===== src/rtl/core/file_name_validator_defines.svh =====
// ----------------------------------------------------------------------------
// File name validator assertion macros
// Shorthand for the clocked, reset-qualified checks in the validator core.
// ----------------------------------------------------------------------------
`ifndef FILE_NAME_VALIDATOR_DEFINES_SVH
`define FILE_NAME_VALIDATOR_DEFINES_SVH

// Same-cycle implication, disabled while reset is asserted.
`define FNV_ASSERT_NOW(label, clk, rst_n, ante, cons, msg) \
  label: assert property (@(posedge clk) disable iff (!rst_n) (ante) |-> (cons)) \
    else $error(msg);

// Next-cycle implication, disabled while reset is asserted.
`define FNV_ASSERT_NEXT(label, clk, rst_n, ante, cons, msg) \
  label: assert property (@(posedge clk) disable iff (!rst_n) (ante) |=> (cons)) \
    else $error(msg);

`endif


===== src/rtl/core/fnv_pkg.sv =====
// ----------------------------------------------------------------------------
// File name validator package
// Verdict codes, character codes and the stem type of the validator core.
// ----------------------------------------------------------------------------
package fnv_pkg;

  typedef logic [2:0] verdict_t;
  typedef logic [6:0] ascii_t;
  typedef ascii_t     stem_t [4];

  localparam verdict_t VERDICT_OK        = 3'd0;
  localparam verdict_t VERDICT_EMPTY     = 3'd1;
  localparam verdict_t VERDICT_RESERVED  = 3'd2;
  localparam verdict_t VERDICT_SEPARATOR = 3'd3;
  localparam verdict_t VERDICT_ILLEGAL   = 3'd4;
  localparam verdict_t VERDICT_TRAILING  = 3'd5;

  localparam ascii_t CH_CTRL_END  = 7'h20;
  localparam ascii_t CH_SPACE     = 7'h20;
  localparam ascii_t CH_DOT       = 7'h2E;
  localparam ascii_t CH_BACKSLASH = 7'h5C;
  localparam ascii_t CH_SLASH     = 7'h2F;
  localparam ascii_t CH_LT        = 7'h3C;
  localparam ascii_t CH_GT        = 7'h3E;
  localparam ascii_t CH_COLON     = 7'h3A;
  localparam ascii_t CH_QUOTE     = 7'h22;
  localparam ascii_t CH_PIPE      = 7'h7C;
  localparam ascii_t CH_QUESTION  = 7'h3F;
  localparam ascii_t CH_STAR      = 7'h2A;
  localparam ascii_t CH_DIGIT_1   = 7'h31;
  localparam ascii_t CH_DIGIT_9   = 7'h39;
  localparam ascii_t CH_LOWER_A   = 7'h61;
  localparam ascii_t CH_LOWER_Z   = 7'h7A;
  localparam ascii_t CASE_OFFSET  = 7'h20;

  localparam ascii_t CH_A = 7'h41;
  localparam ascii_t CH_C = 7'h43;
  localparam ascii_t CH_L = 7'h4C;
  localparam ascii_t CH_M = 7'h4D;
  localparam ascii_t CH_N = 7'h4E;
  localparam ascii_t CH_O = 7'h4F;
  localparam ascii_t CH_P = 7'h50;
  localparam ascii_t CH_R = 7'h52;
  localparam ascii_t CH_T = 7'h54;
  localparam ascii_t CH_U = 7'h55;
  localparam ascii_t CH_X = 7'h58;

  localparam logic [1:0] UNITS_MAX = 2'd3;
  localparam logic [2:0] STEM_KEEP = 3'd4;
  localparam logic [2:0] STEM_MAX  = 3'd5;
  localparam logic [2:0] STEM_LEN3 = 3'd3;
  localparam logic [2:0] STEM_LEN4 = 3'd4;

  // Fold ASCII lower case onto upper case.
  function automatic ascii_t fold_upper(input ascii_t c);
    ascii_t r;
    r = c;
    if (c >= CH_LOWER_A && c <= CH_LOWER_Z) begin
      r = c - CASE_OFFSET;
    end
    return r;
  endfunction

  function automatic logic word3_is(input ascii_t c0, input ascii_t c1, input ascii_t c2,
                                    input ascii_t w0, input ascii_t w1, input ascii_t w2);
    return (fold_upper(c0) == w0) && (fold_upper(c1) == w1) && (fold_upper(c2) == w2);
  endfunction

endpackage


===== src/rtl/core/file_name_validator.sv =====
// ----------------------------------------------------------------------------
// File name validator
// The last item of a name waits in the input register; its verdict is then loaded into the result register.
// Throughput: one item per cycle unless a held verdict stalls a last item; the single-pass update logic sets the rate.
// A held verdict stalls only the next last item; other items keep flowing.
// Reset clears all name state and both valid flags; the stem buffer is not reset.
// ----------------------------------------------------------------------------
`include "file_name_validator_defines.svh"

module file_name_validator #(
  parameter int CODE_UNIT_BITS = 16
) (
  input  logic                      clk_i,
  input  logic                      rst_ni,
  // input channel
  input  logic                      in_valid_i,
  output logic                      in_stall_o,
  input  logic [CODE_UNIT_BITS-1:0] code_unit_i,
  input  logic                      has_char_i,
  input  logic                      last_i,
  // result channel
  output logic                      out_valid_o,
  input  logic                      out_stall_i,
  output fnv_pkg::verdict_t         verdict_o
);
  import fnv_pkg::*;

  // --------------------------------------------------------------------------
  // Input register: one item waits here while the update logic works on it.
  // --------------------------------------------------------------------------
  logic                      s1_valid_q;
  logic [CODE_UNIT_BITS-1:0] s1_unit_q;
  logic                      s1_has_char_q;
  logic                      s1_last_q;

  // Result register.
  logic     out_valid_q;
  verdict_t verdict_q;

  // Name state.
  verdict_t   fault_q, fault_d;
  logic [1:0] units_q, units_d;
  logic       only_dots_q, only_dots_d;
  logic [2:0] stem_len_q, stem_len_d;
  logic       stem_closed_q, stem_closed_d;
  logic       non_ascii_q, non_ascii_d;
  logic       ends_ds_q, ends_ds_d;
  stem_t      stem_q, stem_d;

  logic     in_accept;
  logic     out_free;
  logic     advance;
  logic     out_load;
  logic     is_ascii;
  ascii_t   low7;
  logic     is_dot;
  logic     is_space;
  logic     is_sep;
  logic     is_illegal;
  logic     stem_reserved;
  verdict_t verdict_d;

  // The output register is free when empty or when its verdict leaves now.
  assign out_free  = !out_valid_q || !out_stall_i;
  // A non-last item never needs the output, so only a last item waits on it.
  assign advance   = s1_valid_q && (!s1_last_q || out_free);
  assign out_load  = advance && s1_last_q;
  assign in_stall_o = s1_valid_q && !advance;
  assign in_accept = in_valid_i && !in_stall_o;

  always_ff @(posedge clk_i or negedge rst_ni) begin
    if (!rst_ni) begin
      s1_valid_q <= 1'b0;
    end else if (in_accept) begin
      s1_valid_q <= 1'b1;
    end else if (advance) begin
      s1_valid_q <= 1'b0;
    end
  end

  always_ff @(posedge clk_i) begin
    if (in_accept) begin
      s1_unit_q     <= code_unit_i;
      s1_has_char_q <= has_char_i;
      s1_last_q     <= last_i;
    end
  end

  // --------------------------------------------------------------------------
  // Classify the code unit. Anything at 0x80 or above is non-ASCII and
  // matches none of the special characters.
  // --------------------------------------------------------------------------
  always_comb begin
    is_ascii   = ~|s1_unit_q[CODE_UNIT_BITS-1:7];
    low7       = s1_unit_q[6:0];
    is_dot     = is_ascii && (low7 == CH_DOT);
    is_space   = is_ascii && (low7 == CH_SPACE);
    is_sep     = is_ascii && (low7 inside {CH_BACKSLASH, CH_SLASH});
    is_illegal = is_ascii && ((low7 < CH_CTRL_END) ||
                 (low7 inside {CH_LT, CH_GT, CH_COLON, CH_QUOTE, CH_PIPE, CH_QUESTION,
                               CH_STAR}));
  end

  // --------------------------------------------------------------------------
  // Fold the unit into the name state. The verdict is taken from the updated
  // state, so the last unit of a name counts toward its own verdict.
  // --------------------------------------------------------------------------
  always_comb begin
    fault_d       = fault_q;
    units_d       = units_q;
    only_dots_d   = only_dots_q;
    stem_len_d    = stem_len_q;
    stem_closed_d = stem_closed_q;
    non_ascii_d   = non_ascii_q;
    ends_ds_d     = ends_ds_q;
    stem_d        = stem_q;
    if (s1_has_char_q) begin
      // Keep only the first fault of the name.
      if (fault_q == VERDICT_OK) begin
        if (is_sep) begin
          fault_d = VERDICT_SEPARATOR;
        end else if (is_illegal) begin
          fault_d = VERDICT_ILLEGAL;
        end
      end
      if (units_q != UNITS_MAX) begin
        units_d = units_q + 2'd1;
      end
      if (!is_dot) begin
        only_dots_d = 1'b0;
      end
      ends_ds_d = is_dot || is_space;
      // The stem runs up to the first dot; keep its first four units.
      if (!stem_closed_q) begin
        if (is_dot) begin
          stem_closed_d = 1'b1;
        end else begin
          if (!is_ascii) begin
            non_ascii_d = 1'b1;
          end
          if (stem_len_q < STEM_KEEP) begin
            stem_d[stem_len_q[1:0]] = low7;
          end
          if (stem_len_q < STEM_MAX) begin
            stem_len_d = stem_len_q + 3'd1;
          end
        end
      end
    end
  end

  // Reserved device names: CON PRN AUX NUL with a three-unit stem, COMn and
  // LPTn with a four-unit stem and a digit from one to nine.
  always_comb begin
    stem_reserved = 1'b0;
    if (!non_ascii_d) begin
      if (stem_len_d == STEM_LEN3) begin
        stem_reserved = word3_is(stem_d[0], stem_d[1], stem_d[2], CH_C, CH_O, CH_N) ||
                        word3_is(stem_d[0], stem_d[1], stem_d[2], CH_P, CH_R, CH_N) ||
                        word3_is(stem_d[0], stem_d[1], stem_d[2], CH_A, CH_U, CH_X) ||
                        word3_is(stem_d[0], stem_d[1], stem_d[2], CH_N, CH_U, CH_L);
      end else if (stem_len_d == STEM_LEN4 && stem_d[3] >= CH_DIGIT_1 &&
                   stem_d[3] <= CH_DIGIT_9) begin
        stem_reserved = word3_is(stem_d[0], stem_d[1], stem_d[2], CH_C, CH_O, CH_M) ||
                        word3_is(stem_d[0], stem_d[1], stem_d[2], CH_L, CH_P, CH_T);
      end
    end
  end

  // Priority: empty, dot names, first fault, trailing dot or space, device.
  always_comb begin
    if (units_d == 2'd0) begin
      verdict_d = VERDICT_EMPTY;
    end else if (only_dots_d && units_d != UNITS_MAX) begin
      verdict_d = VERDICT_RESERVED;
    end else if (fault_d != VERDICT_OK) begin
      verdict_d = fault_d;
    end else if (ends_ds_d) begin
      verdict_d = VERDICT_TRAILING;
    end else if (stem_reserved) begin
      verdict_d = VERDICT_RESERVED;
    end else begin
      verdict_d = VERDICT_OK;
    end
  end

  // Commit the state; clear it after the last item of a name.
  always_ff @(posedge clk_i or negedge rst_ni) begin
    if (!rst_ni) begin
      fault_q       <= VERDICT_OK;
      units_q       <= 2'd0;
      only_dots_q   <= 1'b1;
      stem_len_q    <= 3'd0;
      stem_closed_q <= 1'b0;
      non_ascii_q   <= 1'b0;
      ends_ds_q     <= 1'b0;
    end else if (advance) begin
      if (s1_last_q) begin
        fault_q       <= VERDICT_OK;
        units_q       <= 2'd0;
        only_dots_q   <= 1'b1;
        stem_len_q    <= 3'd0;
        stem_closed_q <= 1'b0;
        non_ascii_q   <= 1'b0;
        ends_ds_q     <= 1'b0;
      end else begin
        fault_q       <= fault_d;
        units_q       <= units_d;
        only_dots_q   <= only_dots_d;
        stem_len_q    <= stem_len_d;
        stem_closed_q <= stem_closed_d;
        non_ascii_q   <= non_ascii_d;
        ends_ds_q     <= ends_ds_d;
      end
    end
  end

  // Stem buffer: entries at or above the stem length are never read.
  always_ff @(posedge clk_i) begin
    if (advance) begin
      stem_q <= stem_d;
    end
  end

  // --------------------------------------------------------------------------
  // Result register: hold the verdict until it is taken.
  // --------------------------------------------------------------------------
  always_ff @(posedge clk_i or negedge rst_ni) begin
    if (!rst_ni) begin
      out_valid_q <= 1'b0;
    end else if (out_load) begin
      out_valid_q <= 1'b1;
    end else if (!out_stall_i) begin
      out_valid_q <= 1'b0;
    end
  end

  always_ff @(posedge clk_i) begin
    if (out_load) begin
      verdict_q <= verdict_d;
    end
  end

  assign out_valid_o = out_valid_q;
  assign verdict_o   = verdict_q;

  // --------------------------------------------------------------------------
  // Assertions
  // --------------------------------------------------------------------------
  `FNV_ASSERT_NEXT(a_clear_after_last, clk_i, rst_ni, out_load,
    units_q == 2'd0 && only_dots_q && !stem_closed_q && stem_len_q == 3'd0,
    "name state not cleared after last item")
  `FNV_ASSERT_NOW(a_dots_need_units, clk_i, rst_ni, !only_dots_q || stem_closed_q,
    units_q != 2'd0, "dot or non-dot seen without a counted unit")
  `FNV_ASSERT_NOW(a_stem_len_range, clk_i, rst_ni, 1'b1, stem_len_q <= STEM_MAX,
    "stem length beyond saturation")
  `FNV_ASSERT_NEXT(a_verdict_loaded, clk_i, rst_ni, out_load,
    out_valid_o && verdict_o <= VERDICT_TRAILING, "verdict missing or out of range")

endmodule

===== config.mk =====
export PLATFORM = sky130hd
export DESIGN_NAME = file_name_validator
export DESIGN_NICKNAME = d
export VERILOG_FILES = /design/src/rtl/core/fnv_pkg.sv /design/src/rtl/core/file_name_validator.sv
export VERILOG_INCLUDE_DIRS = /design/src /design/src/rtl/core
export SDC_FILE = /design/constraint.sdc
export NUM_CORES = 1
export LEC_CHECK = 0
export BUFFER_PORTS_ARGS = -buffer_cell sky130_fd_sc_hd__buf_2
export CORE_UTILIZATION = 51
export CTS_CLUSTER_SIZE = 14
export DETAILED_ROUTE_END_ITERATION = 8
export GPL_ROUTABILITY_DRIVEN = 0
export PLACE_DENSITY = 0.77
export SLEW_MARGIN = 0
export SYNTH_ARGS = -nofsm -noshare
export SYNTH_HDL_FRONTEND = slang
export SYNTH_SLANG_ARGS = --single-unit

===== constraint.sdc =====
create_clock -name clk_i -period 4.4 [get_ports clk_i]
set_clock_uncertainty 0.05 [all_clocks]
set_input_delay 0.88 -clock clk_i [delete_from_list [all_inputs] [get_ports clk_i]]
set_output_delay 0.88 -clock clk_i [all_outputs]
set_load 0.01 [all_outputs]

# Yosys cells after proc, flatten, opt, wreduce, memory -nomap -nowiden
# Index checks and enable logic that the tools add are counted.
dict set report totals {
  register_bits 63
  input_bits 22
  word_cells 183
}
dict set report classes {
  n_addsub 5
  n_lt_le_gt_ge 13
  n_eq_ne 32
  n_mux 63
  bitwise_logic 1
  n_reduce_logical 51
}
# operator n
set op_table {}
lappend op_table {{$mux 7} 19}
lappend op_table {{$eq 7x7->1 const B} 18}
lappend op_table {{$mux 28} 4}
lappend op_table {{$eq 7x6->1 const B} 9}
lappend op_table {{$mux 3} 12}
lappend op_table {{$bwmux 28} 1}
lappend op_table {{$logic_and 1x1->1} 27}
lappend op_table {{$ge 7x7->1 const B} 3}
lappend op_table {{$le 7x7->1 const B} 3}
lappend op_table {{$mux 1} 21}
lappend op_table {{$sub 7x6->7 const B} 3}
lappend op_table {{$demux 7 s2} 1}
lappend op_table {{$mux 2} 5}
lappend op_table {{$reduce_or 9->1} 1}
lappend op_table {{$logic_or 1x1->1} 8}
lappend op_table {{$ge 7x6->1 const B} 1}
lappend op_table {{$le 7x6->1 const B} 1}
lappend op_table {{$lt 7x6->1 const B} 1}
lappend op_table {{$reduce_bool 7->1} 1}
lappend op_table {{$logic_not 1->1} 6}
lappend op_table {{$lt 3x3->1 const B} 2}
lappend op_table {{$reduce_bool 2->1} 3}
lappend op_table {{$ne 2x2->1 const B} 2}
lappend op_table {{$add 3x1->3 const B} 1}
lappend op_table {{12 further kinds} 12}

# Logic depth before layout (Yosys ltp)
# Gate-level depths: netlist of run 1.
dict set report logic_depth {
  depth_word 27
  depth_mapped 16
  depth_no_buf 14
}

# Worst setup path before layout of run 1
# No wires, ideal clock.
dict set report synth_path {
  path_type {reg-to-reg}
  start {register stem_len_q[1]}
  end {register verdict_q[1], in the netlist verdict_o[1] (data pin)}
  setup_ns 0.268
  t_arrival_ns 2.961
  t_required_ns 4.082
  slack_ns 1.121
  stages_incl_launch_ff 16
  path_buffers 2
  synth_period_minus_slack_ns 3.279
  cell_sequence {dfrtp_1 -> inv_1 -> ha_1 -> nor4bb_1 -> buf_2 -> o21ai_4 -> buf_4 -> o21ai_0 -> ha_1 -> a21boi_0 -> a41oi_1 -> mux2_2 -> o31a_1 -> mux2_2 -> o311ai_1 -> a21oi_1}
}
# item line_no
set synth_rtl {}
lappend synth_rtl {{from (decl)} file_name_validator.sv:44} ;# logic [2:0] stem_len_q, stem_len_d;
lappend synth_rtl {{from (signal assigned)} file_name_validator.sv:210} ;# stem_len_q <= stem_len_d;
lappend synth_rtl {{to (signal assigned)} file_name_validator.sv:240} ;# verdict_q <= verdict_d;
lappend synth_rtl {{to (decl)} file_name_validator.sv:38} ;# verdict_t verdict_q;

==> results of run 1 <==
==> sequential cells by signal (all words and copies together) (netlist names) <==
name	cells
stem_q	28
s1_unit_q	16
fault_q	3
stem_len_q	3
verdict_o	3
units_q	2
ends_ds_q	1
non_ascii_q	1
only_dots_q	1
out_valid_o	1
s1_has_char_q	1
s1_last_q	1
s1_valid_q	1
stem_closed_q	1
==> cell usage after synthesis (6+ instances only) <==
| library cell | instances |
|---|---|
| dfrtp_1 | 13 |
| nand2b_1 | 12 |
| ha_1 | 7 |
| edfxtp_1 | 49 |
| mux2i_1 | 9 |
| nor2_1 | 28 |
| nor3_1 | 7 |
| mux2_2 | 24 |
| a31oi_1 | 6 |
| and3_1 | 7 |
| o21ai_0 | 14 |
| a21oi_1 | 27 |
| nor4_1 | 6 |
| clkbuf_1 | 19 |
| nand3_1 | 16 |
| nand2_1 | 26 |
| inv_1 | 11 |
==> worst max path at each step <==
stage	startpoint	cells after the start	slack, ps	to
after floorplan	stem_len_q[1]$_DFFE_PN0P_	15	1120	verdict_o[1]$_SDFFCE_PP0P_
after global placement	s1_unit_q[8]$_DFFE_PP_	12	920	verdict_o[1]$_SDFFCE_PP0P_
after detailed placement	s1_unit_q[5]$_DFFE_PP_	11	790	verdict_o[1]$_SDFFCE_PP0P_
after CTS	s1_unit_q[5]$_DFFE_PP_	12	740	verdict_o[1]$_SDFFCE_PP0P_
after global routing	s1_unit_q[5]$_DFFE_PP_	12	380	verdict_o[1]$_SDFFCE_PP0P_
final	s1_unit_q[5]$_DFFE_PP_	12	650	verdict_o[1]$_SDFFCE_PP0P_
==> where the power goes <==
part	leakage (nW)	total [mW]	internal [mW]	switching (mW)
logic	0.978	0.350	0.151	0.199
clock network	0.118	0.604	0.391	0.214
registers	0.659	0.778	0.720	0.0589
total	1.75	1.73	1.26	0.471
==> worst max-delay path, stage by stage (launching register included) <==
cell      delay [ps]
edfxtp_1         720
nand3b_2         390
o21ai_4          460
nand2_1           90
o21ai_0          140
ha_1             300
a21boi_0         260
a41oi_1           70
mux2_2           280
o31a_1           240
mux2_2           280
o311ai_1          90
a21oi_1          120
==> kinds of logic after synthesis <==
group,Yosys count
DFF,63
AOI/OAI and AO/OA,100
muxes,33
and+or+nand+nor,150
buffers and inverters,38
adders and majority gates,7
==> layout make-up <==
type,instances,area share (%)
Inverter,12,1.00
Tap cell,102,2.84
Timing Repair Buffer,36,4.57
Clock inverter,4,2.09
Clock buffer,12,3.23
Multi-Input combinational cell,290,45.6
Sequential cell,63,40.6
==> routing by layer <==
layer	GRT usage (%)	share of wire, %	vias to the layer above
met3	4.63	6.8	30
met5	0	0	-
met1	30.1	42	1592
met2	39.3	48	147
li1	-	-	1545
met4	14.7	3.3	0
==> through the flow <==
step	area [sq um]	worst slack, ps	hold WS, ps	cells
2_1_floorplan	4030	1120	391	391
4_1_cts	4490	740	377	519
6_report	4490	647	380	519
3_5_place_dp	4250	790	419	503
3_3_place_gp	4250	917	405	503
5_1_grt	4490	380	397	519
==> run_results.csv, run 1 <==
group,metric,value,unit
floorplan,die_h,90.9,um
logic_synthesis,yosysTopAreaCellShare,36.5,%
cts,cts_made_buffers,9,
global_routing,grt.total_usage,24.3,%
detailed_routing,num_vias,3314,
worst_setup_path,cp_max_fo,15,
timing,tns,0,ps
pwr,ir_drop,0.000275,V
global_routing,grt_max_degree,38,
timing,post-route-min-period,3750,ps
pwr,power,1.73,mW
timing,fin_crit_sh,85.3,%
floorplan,io-pin-count,27,
logic_synthesis,yosysSeqAreaShare,45.2,%
timing,slew_viol_final,0,
worst_setup_path,timing.rr.end,"verdict_o[1]$_SDFFCE_PP0P_",
worst_setup_path,path_class,"register to register",
timing,rsz0062_at_grt,"false",
floorplan,die_w,90.9,um
final_layout,antennaDiodeCount,0,
final_layout,finish.net_count,441,
logic_synthesis,synth_nets,420,
global_routing,grt_pass1_wl,15.7,mm
status,status,"completed",
logic_synthesis,yosys_warnings,0,
logic_synthesis,yosys.area_share.simple,22.1,%
final_layout,post-route-util,58.4,%
worst_setup_path,cp-end-kind,"register",
detailed_routing,vias_per_cell,6.39,
cts,cts.hold.buffers_added,0,
logic_synthesis,synth-xor-area-share,0,%
timing,timing_hold_violations_final,0,
detailed_routing,firstDrtPassIters,5,
cts,clkLatencyLatePin,340,ps
floorplan,row_count,32,
cts,cts.sinks,63,
logic_synthesis,synthFlopType,"edfxtp_1",
logic_synthesis,synth_top_family_by_area,"simple AND/OR/NAND/NOR gates",
logic_synthesis,postSynthCellCount,391,
global_routing,antenna_found_initial,0,
logic_synthesis,synth_top_cell_by_area,"edfxtp_1",
timing,tightest_slew,758,ps
logic_synthesis,async_reset_ff_share,22.2,%
logic_synthesis,synthesis.area,4030,sq um
logic_synthesis,synthMuxAreaShare,8.94,%
cts,post_cts_resized,0,
final_layout,regArea,1820,sq um
worst_setup_path,cp.required,4420,ps
detailed_routing,post-route-drc-count,0,
floorplan,coreArea,7690,sq um
cts,h-tree-depth,3,
detailed_routing,drtAntennaViolNets,0,
final_layout,drive_above_1_share,21.8,%
floorplan,initial_utilization,52.4,%
logic_synthesis,synthDistinctLibCells,73,
cts,cts_tree,"built",
cts,cts_root_buffer,"clkbuf_8",
worst_setup_path,cp-start-kind,"register",
worst_setup_path,r2r_start,"s1_unit_q[5]$_DFFE_PP_",
detailed_routing,avgRoutedWirePerCell,18.2,um
worst_setup_path,rrSetupSlack,650,ps
logic_synthesis,synth_fa_ha_area_share,2.17,%
pwr,powerDensity,386,nW/um^2
hold_path,hp-class,"input pin to asynchronous set/reset pin",
floorplan,die-area,8260,sq um
cts,clkSlewWorstSetupHoldPaths,70,ps
final_layout,final_cell_mix,"edfxtp_1, nor2_1, a21oi_1, nand2_1, buf_2",
logic_synthesis,synth_area_leaders,"edfxtp_1, dfrtp_1, mux2_2, a21oi_1, nor2_1",
detailed_routing,drt_iter0_markers,295,
logic_synthesis,synth-seq-cells,63,
timing,fmax,0.266,GHz
run,drv_cap,0,
pwr,total_leakage_power,1.75,nW
worst_setup_path,r2r_cells,12,
cts,postCtsSetupRepairBufs,0,
global_routing,grt_pass1_vias,3282,
logic_synthesis,synth_edf_count,49,
cts,cts.path.max_buffers,2,
placement,dp_hpwl,6.53,mm
final_layout,final_common_cell,"edfxtp_1",
placement,portBuffers,26,
timing,relSlewSlack,49.5,%
detailed_routing,wl,9.43,mm
logic_synthesis,avgSynthCellArea,10.3,sq um
logic_synthesis,synth-compound-area-share,17.5,%
final_layout,area_growth,11.3,%
global_routing,grt_overflow,0,
timing,finalSetupViolations,0,
final_layout,fill_cells,651,
worst_setup_path,crit_arrival,3780,ps
final_layout,multiInputGateArea,2050,sq um
Power figures use the tool's default switching activity.
==> run 2: changes to the inputs <==
==> constraint.sdc (replaced) <==
create_clock -name clk_i -period 4.4 [get_ports clk_i]
set_clock_uncertainty 0.05 [all_clocks]
set_input_delay 0.44 -clock clk_i [delete_from_list [all_inputs] [get_ports clk_i]]
set_output_delay 0.44 -clock clk_i [all_outputs]
set_load 0.01 [all_outputs]
==> run 2 against run 1 <==
- global-route usage rose by 0.054 points
- via count decreased by 0.27%
- largest cell class unchanged
- sequential share of layout area is 0.090 points lower
- non-clock buffer count increased by 1
- sequential cell count stayed put
- cell count up 0.19%
- worst hold slack worse by 150 ps
- die area stayed put
- critical path depth stayed put
- combinational power about the same
- clock power is essentially flat
- first-iteration DRC count is 14% higher
==> run_results.csv, run 2 (synthesized netlist as in run 1, its figures left out) <==
group,metric,value,unit
final_layout,multiInputGateArea,2050,sq um
worst_setup_path,path_class,"register to register",
timing,fin_crit_sh,85.2,%
worst_setup_path,cp.required,4420,ps
hold_path,hold_start,"code_unit_i[6]",
floorplan,die_h,90.9,um
global_routing,grt_pass1_wl,15.7,mm
worst_setup_path,cp-end-kind,"register",
global_routing,gr-usage-met3,4.63,%
floorplan,io-pin-count,27,
hold_path,whs_path_depth,1,
cts,cts_made_buffers,9,
timing,fmax,0.267,GHz
detailed_routing,vias_per_cell,6.36,
final_layout,largest_register_ffs,28,
final_layout,fill_cells,651,
detailed_routing,num_vias,3305,
detailed_routing,drtAntennaViolNets,0,
timing,slew_viol_final,0,
floorplan,die-area,8260,sq um
placement,portBuffers,26,
final_layout,finish.net_count,442,
worst_setup_path,r2r_cells,12,
run,drv_cap,0,
detailed_routing,firstDrtPassIters,5,
cts,clkSlewWorstSetupHoldPaths,70,ps
pwr,total_leakage_power,1.76,nW
final_layout,regMostFlops,"stem_q",
pwr,powerDensity,385,nW/um^2
final_layout,reg_top3,"stem_q (28), s1_unit_q (16)",
final_layout,area_growth,11.6,%
global_routing,antenna_found_initial,0,
worst_setup_path,rrSetupSlack,650,ps
worst_setup_path,r2r_start,"s1_unit_q[5]$_DFFE_PP_",
final_layout,final_common_cell,"edfxtp_1",
floorplan,coreArea,7690,sq um
cts,cts.path.max_buffers,2,
final_layout,drive_above_1_share,21.8,%
timing,rsz0062_at_grt,"false",
cts,cts.sinks,63,
final_layout,final_cell_mix,"edfxtp_1, nor2_1, a21oi_1, nand2_1, buf_2",
worst_setup_path,cp-start-kind,"register",
timing,timing_hold_violations_final,0,
hold_path,hold-path-endpoint,"s1_unit_q[6]$_DFFE_PP_",
placement,dp_hpwl,6.53,mm
worst_setup_path,crit_arrival,3770,ps
timing,tightest_slew,757,ps
final_layout,post-route-util,58.5,%
final_layout,antennaDiodeCount,0,
pwr,power,1.73,mW
hold_path,hp-class,"input pin to register",
floorplan,die_w,90.9,um
detailed_routing,drt_iter0_markers,335,
floorplan,row_count,32,
timing,finalSetupViolations,0,
worst_setup_path,cp_max_fo,15,
global_routing,grt.total_usage,24.4,%
global_routing,grt_pass1_vias,3283,
status,status,"completed",
worst_setup_path,timing.rr.end,"verdict_o[1]$_SDFFCE_PP0P_",
detailed_routing,wl,9.34,mm
timing,tns,0,ps
cts,cts_root_buffer,"clkbuf_8",
final_layout,regArea,1820,sq um
global_routing,grt_overflow,0,
cts,h-tree-depth,3,
floorplan,initial_utilization,52.4,%
cts,clkLatencyLatePin,340,ps
detailed_routing,avgRoutedWirePerCell,18.0,um
global_routing,grt_max_degree,38,
cts,post_cts_resized,0,
cts,cts_tree,"built",
pwr,ir_drop,0.000275,V
global_routing,busiest_layer,"met2",
timing,post-route-min-period,3750,ps
timing,relSlewSlack,49.5,%
global_routing,grtUsageMet1,30.2,%
global_routing,use_met2,39.5,%
detailed_routing,post-route-drc-count,0,
timing,holdWs,225,ps
-- run 2: changes by cell type in the layout (fill, tap and decap cells not counted), sizes merged --
cell,delta
dlygate4sd3,+1
-- run 2: layout make-up --
type | count | area share, %
Multi-Input combinational cell | 290 | 45.5
Sequential cell | 63 | 40.5
Timing Repair Buffer | 37 | 4.79
Clock buffer | 12 | 3.23
Tap cell | 102 | 2.84
Clock inverter | 4 | 2.09
Inverter | 12 | 1.00
-- run 2: worst max-delay path, stage by stage (launching register included) --
cell	delay (ps)
edfxtp_1	710
nand3b_2	390
o21ai_4	460
nand2_1	100
o21ai_0	140
ha_1	300
a21boi_0	260
a41oi_1	70
mux2_2	280
o31a_1	240
mux2_2	280
o311ai_1	90
a21oi_1	120
-- run 2: per-stage QoR --
step           area, sq um  std cells  worst slack [ps]
6_report              4500        520               649
5_1_grt               4500        520               380
4_1_cts               4500        520               740
3_5_place_dp          4250        503               790
3_3_place_gp          4250        503               917
2_1_floorplan         4030        391              1120
-- run 2: where the power goes --
group          internal [mW]  total [mW]  leakage [nW]  switching (mW)
clock                  0.391       0.603         0.118           0.213
combinational          0.152       0.350         0.982           0.198
sequential             0.720       0.778         0.659          0.0584
total                   1.26        1.73          1.76           0.469
-- run 2: timing repair --
item                                   4_1_cts  5_1_grt
setup buffers                                0        0
endpoints found under the hold margin       13        0
hold buffers                                 1        0
-- run 2: layer usage --
layer	wire (um)	part of all wire, %
met1	3880	42
met2	4480	48
met3	691	7.4
met4	285	3.1
met5	0	0
-- run 2: how the worst max path moves through the flow --
| stage | depth (start not counted) | from | endpoint |
|---|---|---|---|
| after floorplan | 15 | stem_len_q[1]$_DFFE_PN0P_ | verdict_o[1]$_SDFFCE_PP0P_ |
| after global placement | 12 | s1_unit_q[8]$_DFFE_PP_ | verdict_o[1]$_SDFFCE_PP0P_ |
| after detailed placement | 11 | s1_unit_q[5]$_DFFE_PP_ | verdict_o[1]$_SDFFCE_PP0P_ |
| after CTS | 12 | s1_unit_q[5]$_DFFE_PP_ | verdict_o[1]$_SDFFCE_PP0P_ |
| after global routing | 12 | s1_unit_q[5]$_DFFE_PP_ | verdict_o[1]$_SDFFCE_PP0P_ |
| final | 12 | s1_unit_q[5]$_DFFE_PP_ | verdict_o[1]$_SDFFCE_PP0P_ |
==> run 3: changes to the inputs <==
CORE_MARGIN = 2   (was default)
CTS_CLUSTER_DIAMETER = 120   (was default)
TNS_END_PERCENT = 50   (was default)
==> run 3 against run 2 <==
- count of clock-buffer cells in the layout rose by 1
- wire length is 1.5% higher
- first-iteration DRC count rose by 19%
- critical endpoint unchanged
- largest cell class unchanged
- highest routed layer unchanged
==> run_results.csv, run 3 (synthesized netlist as in run 1, its figures left out) <==
group,metric,value,unit
run,drv_cap,0,
floorplan,die_h,92.9,um
timing,fmax,0.281,GHz
final_layout,regMostFlops,"stem_q",
global_routing,antenna_found_initial,0,
timing,fin_ws,840,ps
detailed_routing,num_vias,3343,
detailed_routing,firstDrtPassIters,6,
final_layout,final_cell_mix,"edfxtp_1, nor2_1, a21oi_1, nand2_1, buf_2",
timing,rsz0062_at_grt,"false",
pwr,ir_drop,0.000347,V
hold_path,hold-path-endpoint,"s1_unit_q[3]$_DFFE_PP_",
timing,timing_hold_violations_final,0,
final_layout,largest_register_ffs,28,
placement,dp_cells,503,
final_layout,area_growth,10.3,%
cts,cts.path.max_buffers,2,
worst_setup_path,cp-start-kind,"register",
timing,finalSetupViolations,0,
global_routing,grt.total_usage,22.7,%
global_routing,grt_pass1_vias,3156,
cts,cts_made_buffers,9,
worst_setup_path,cp.required,4420,ps
worst_setup_path,crit_arrival,3580,ps
timing,tns,0,ps
final_layout,final_common_cell,"edfxtp_1",
cts,clkSlewWorstSetupHoldPaths,70,ps
placement,dp_hpwl,6.56,mm
floorplan,die_w,92.9,um
timing,tightest_slew,757,ps
worst_setup_path,r2r_start,"s1_unit_q[5]$_DFFE_PP_",
final_layout,multiInputGateArea,2050,sq um
detailed_routing,drt_iter0_markers,398,
placement,portBuffers,26,
placement,dp_worst_setup_slack,898,ps
hold_path,hold_start,"code_unit_i[3]",
floorplan,coreArea,7690,sq um
final_layout,fill_cells,651,
cts,cts_tree,"built",
worst_setup_path,rrSetupSlack,840,ps
pwr,power,1.60,mW
global_routing,grt_pass1_wl,15.2,mm
pwr,total_leakage_power,1.74,nW
final_layout,regArea,1820,sq um
cts,h-tree-depth,3,
detailed_routing,wl,9.48,mm
detailed_routing,avgRoutedWirePerCell,18.2,um
cts,clkLatencyLatePin,350,ps
final_layout,finish.net_count,442,
timing,slew_viol_final,0,
floorplan,io-pin-count,27,
floorplan,row_count,32,
floorplan,initial_utilization,52.4,%
final_layout,final_area,4440,sq um
detailed_routing,drtAntennaViolNets,0,
cts,postCtsSetupRepairBufs,0,
worst_setup_path,path_class,"register to register",
final_layout,final_cells,520,
final_layout,antennaDiodeCount,0,
final_layout,drive_above_1_share,22.0,%
global_routing,grt_overflow,0,
status,status,"completed",
worst_setup_path,cp_max_fo,14,
hold_path,whs_path_depth,1,
worst_setup_path,r2r_cells,12,
timing,post-route-min-period,3560,ps
worst_setup_path,cp-end-kind,"register",
detailed_routing,post-route-drc-count,0,
timing,relSlewSlack,49.4,%
timing,fin_crit_sh,80.9,%
floorplan,die-area,8630,sq um
global_routing,grt_max_degree,38,
worst_setup_path,timing.rr.end,"verdict_o[1]$_SDFFCE_PP0P_",
placement,placed_area,4250,sq um
cts,cts_root_buffer,"clkbuf_8",
hold_path,hp-class,"input pin to register",
detailed_routing,vias_per_cell,6.43,
final_layout,reg_top3,"stem_q (28), s1_unit_q (16)",
cts,cts.sinks,63,
pwr,powerDensity,360,nW/um^2
==> run 3: critical path: stages, from the launching register on <==
cell,delay (ps)
edfxtp_1,690
nand3b_2,360
o21ai_4,340
nand2_1,80
o21ai_0,110
ha_1,280
a21boi_0,310
a41oi_1,70
mux2_2,270
o31a_1,240
mux2_2,270
o311ai_1,90
a21oi_1,120
==> run 3: worst max path at each step <==
stage                                       endpoint                      start  depth (start not counted)  slack (ps)
final                     verdict_o[1]$_SDFFCE_PP0P_     s1_unit_q[5]$_DFFE_PP_                         12         840
after global routing      verdict_o[1]$_SDFFCE_PP0P_  stem_len_q[1]$_DFFE_PN0P_                         14         520
after CTS                 verdict_o[1]$_SDFFCE_PP0P_     s1_unit_q[8]$_DFFE_PP_                         13         880
after detailed placement  verdict_o[1]$_SDFFCE_PP0P_     s1_unit_q[8]$_DFFE_PP_                         13         900
after global placement    verdict_o[1]$_SDFFCE_PP0P_  stem_len_q[1]$_DFFE_PN0P_                         14        1050
after floorplan           verdict_o[1]$_SDFFCE_PP0P_  stem_len_q[1]$_DFFE_PN0P_                         15        1120
==> run 3: area by class of cell <==
cell class                 instances  share of cell area (%)
timing repair buffer              37                    4.84
sequential                        63                    41.0
multi-input combinational        290                    46.1
clock buffer                      13                    3.83
clock inverter                     3                   0.366
tap                              102                    2.87
inverter                          12                    1.01
==> run 3: power breakdown <==
group	switching, mW	internal (mW)
Sequential	0.0586	0.720
Combinational	0.197	0.152
Clock	0.220	0.253
Total	0.476	1.12
==> run 3: stage by stage <==
stage	util, %	hold slack, ps
6_report	57.8	221
5_1_grt	57.8	208
4_1_cts	57.8	214
3_5_place_dp	55.3	299
3_3_place_gp	55.3	300
2_1_floorplan	-	94.4
==> run 3: what timing repair did <==
item,CTS,global route
endpoints found under the hold margin,13,0
hold buffers,1,0
gates resized for setup,0,0
==> run 3: routing by layer <==
| metal | GRT usage, % | part of all wire [%] | wire length (um) | vias up |
|---|---|---|---|---|
| met5 | 0 | 0 | 0 | - |
| met4 | 10.4 | 3.0 | 282 | 0 |
| met3 | 4.88 | 7.0 | 667 | 40 |
| met2 | 37.1 | 48 | 4510 | 167 |
| met1 | 28.7 | 42 | 4020 | 1583 |
| li1 | - | - | - | 1553 |
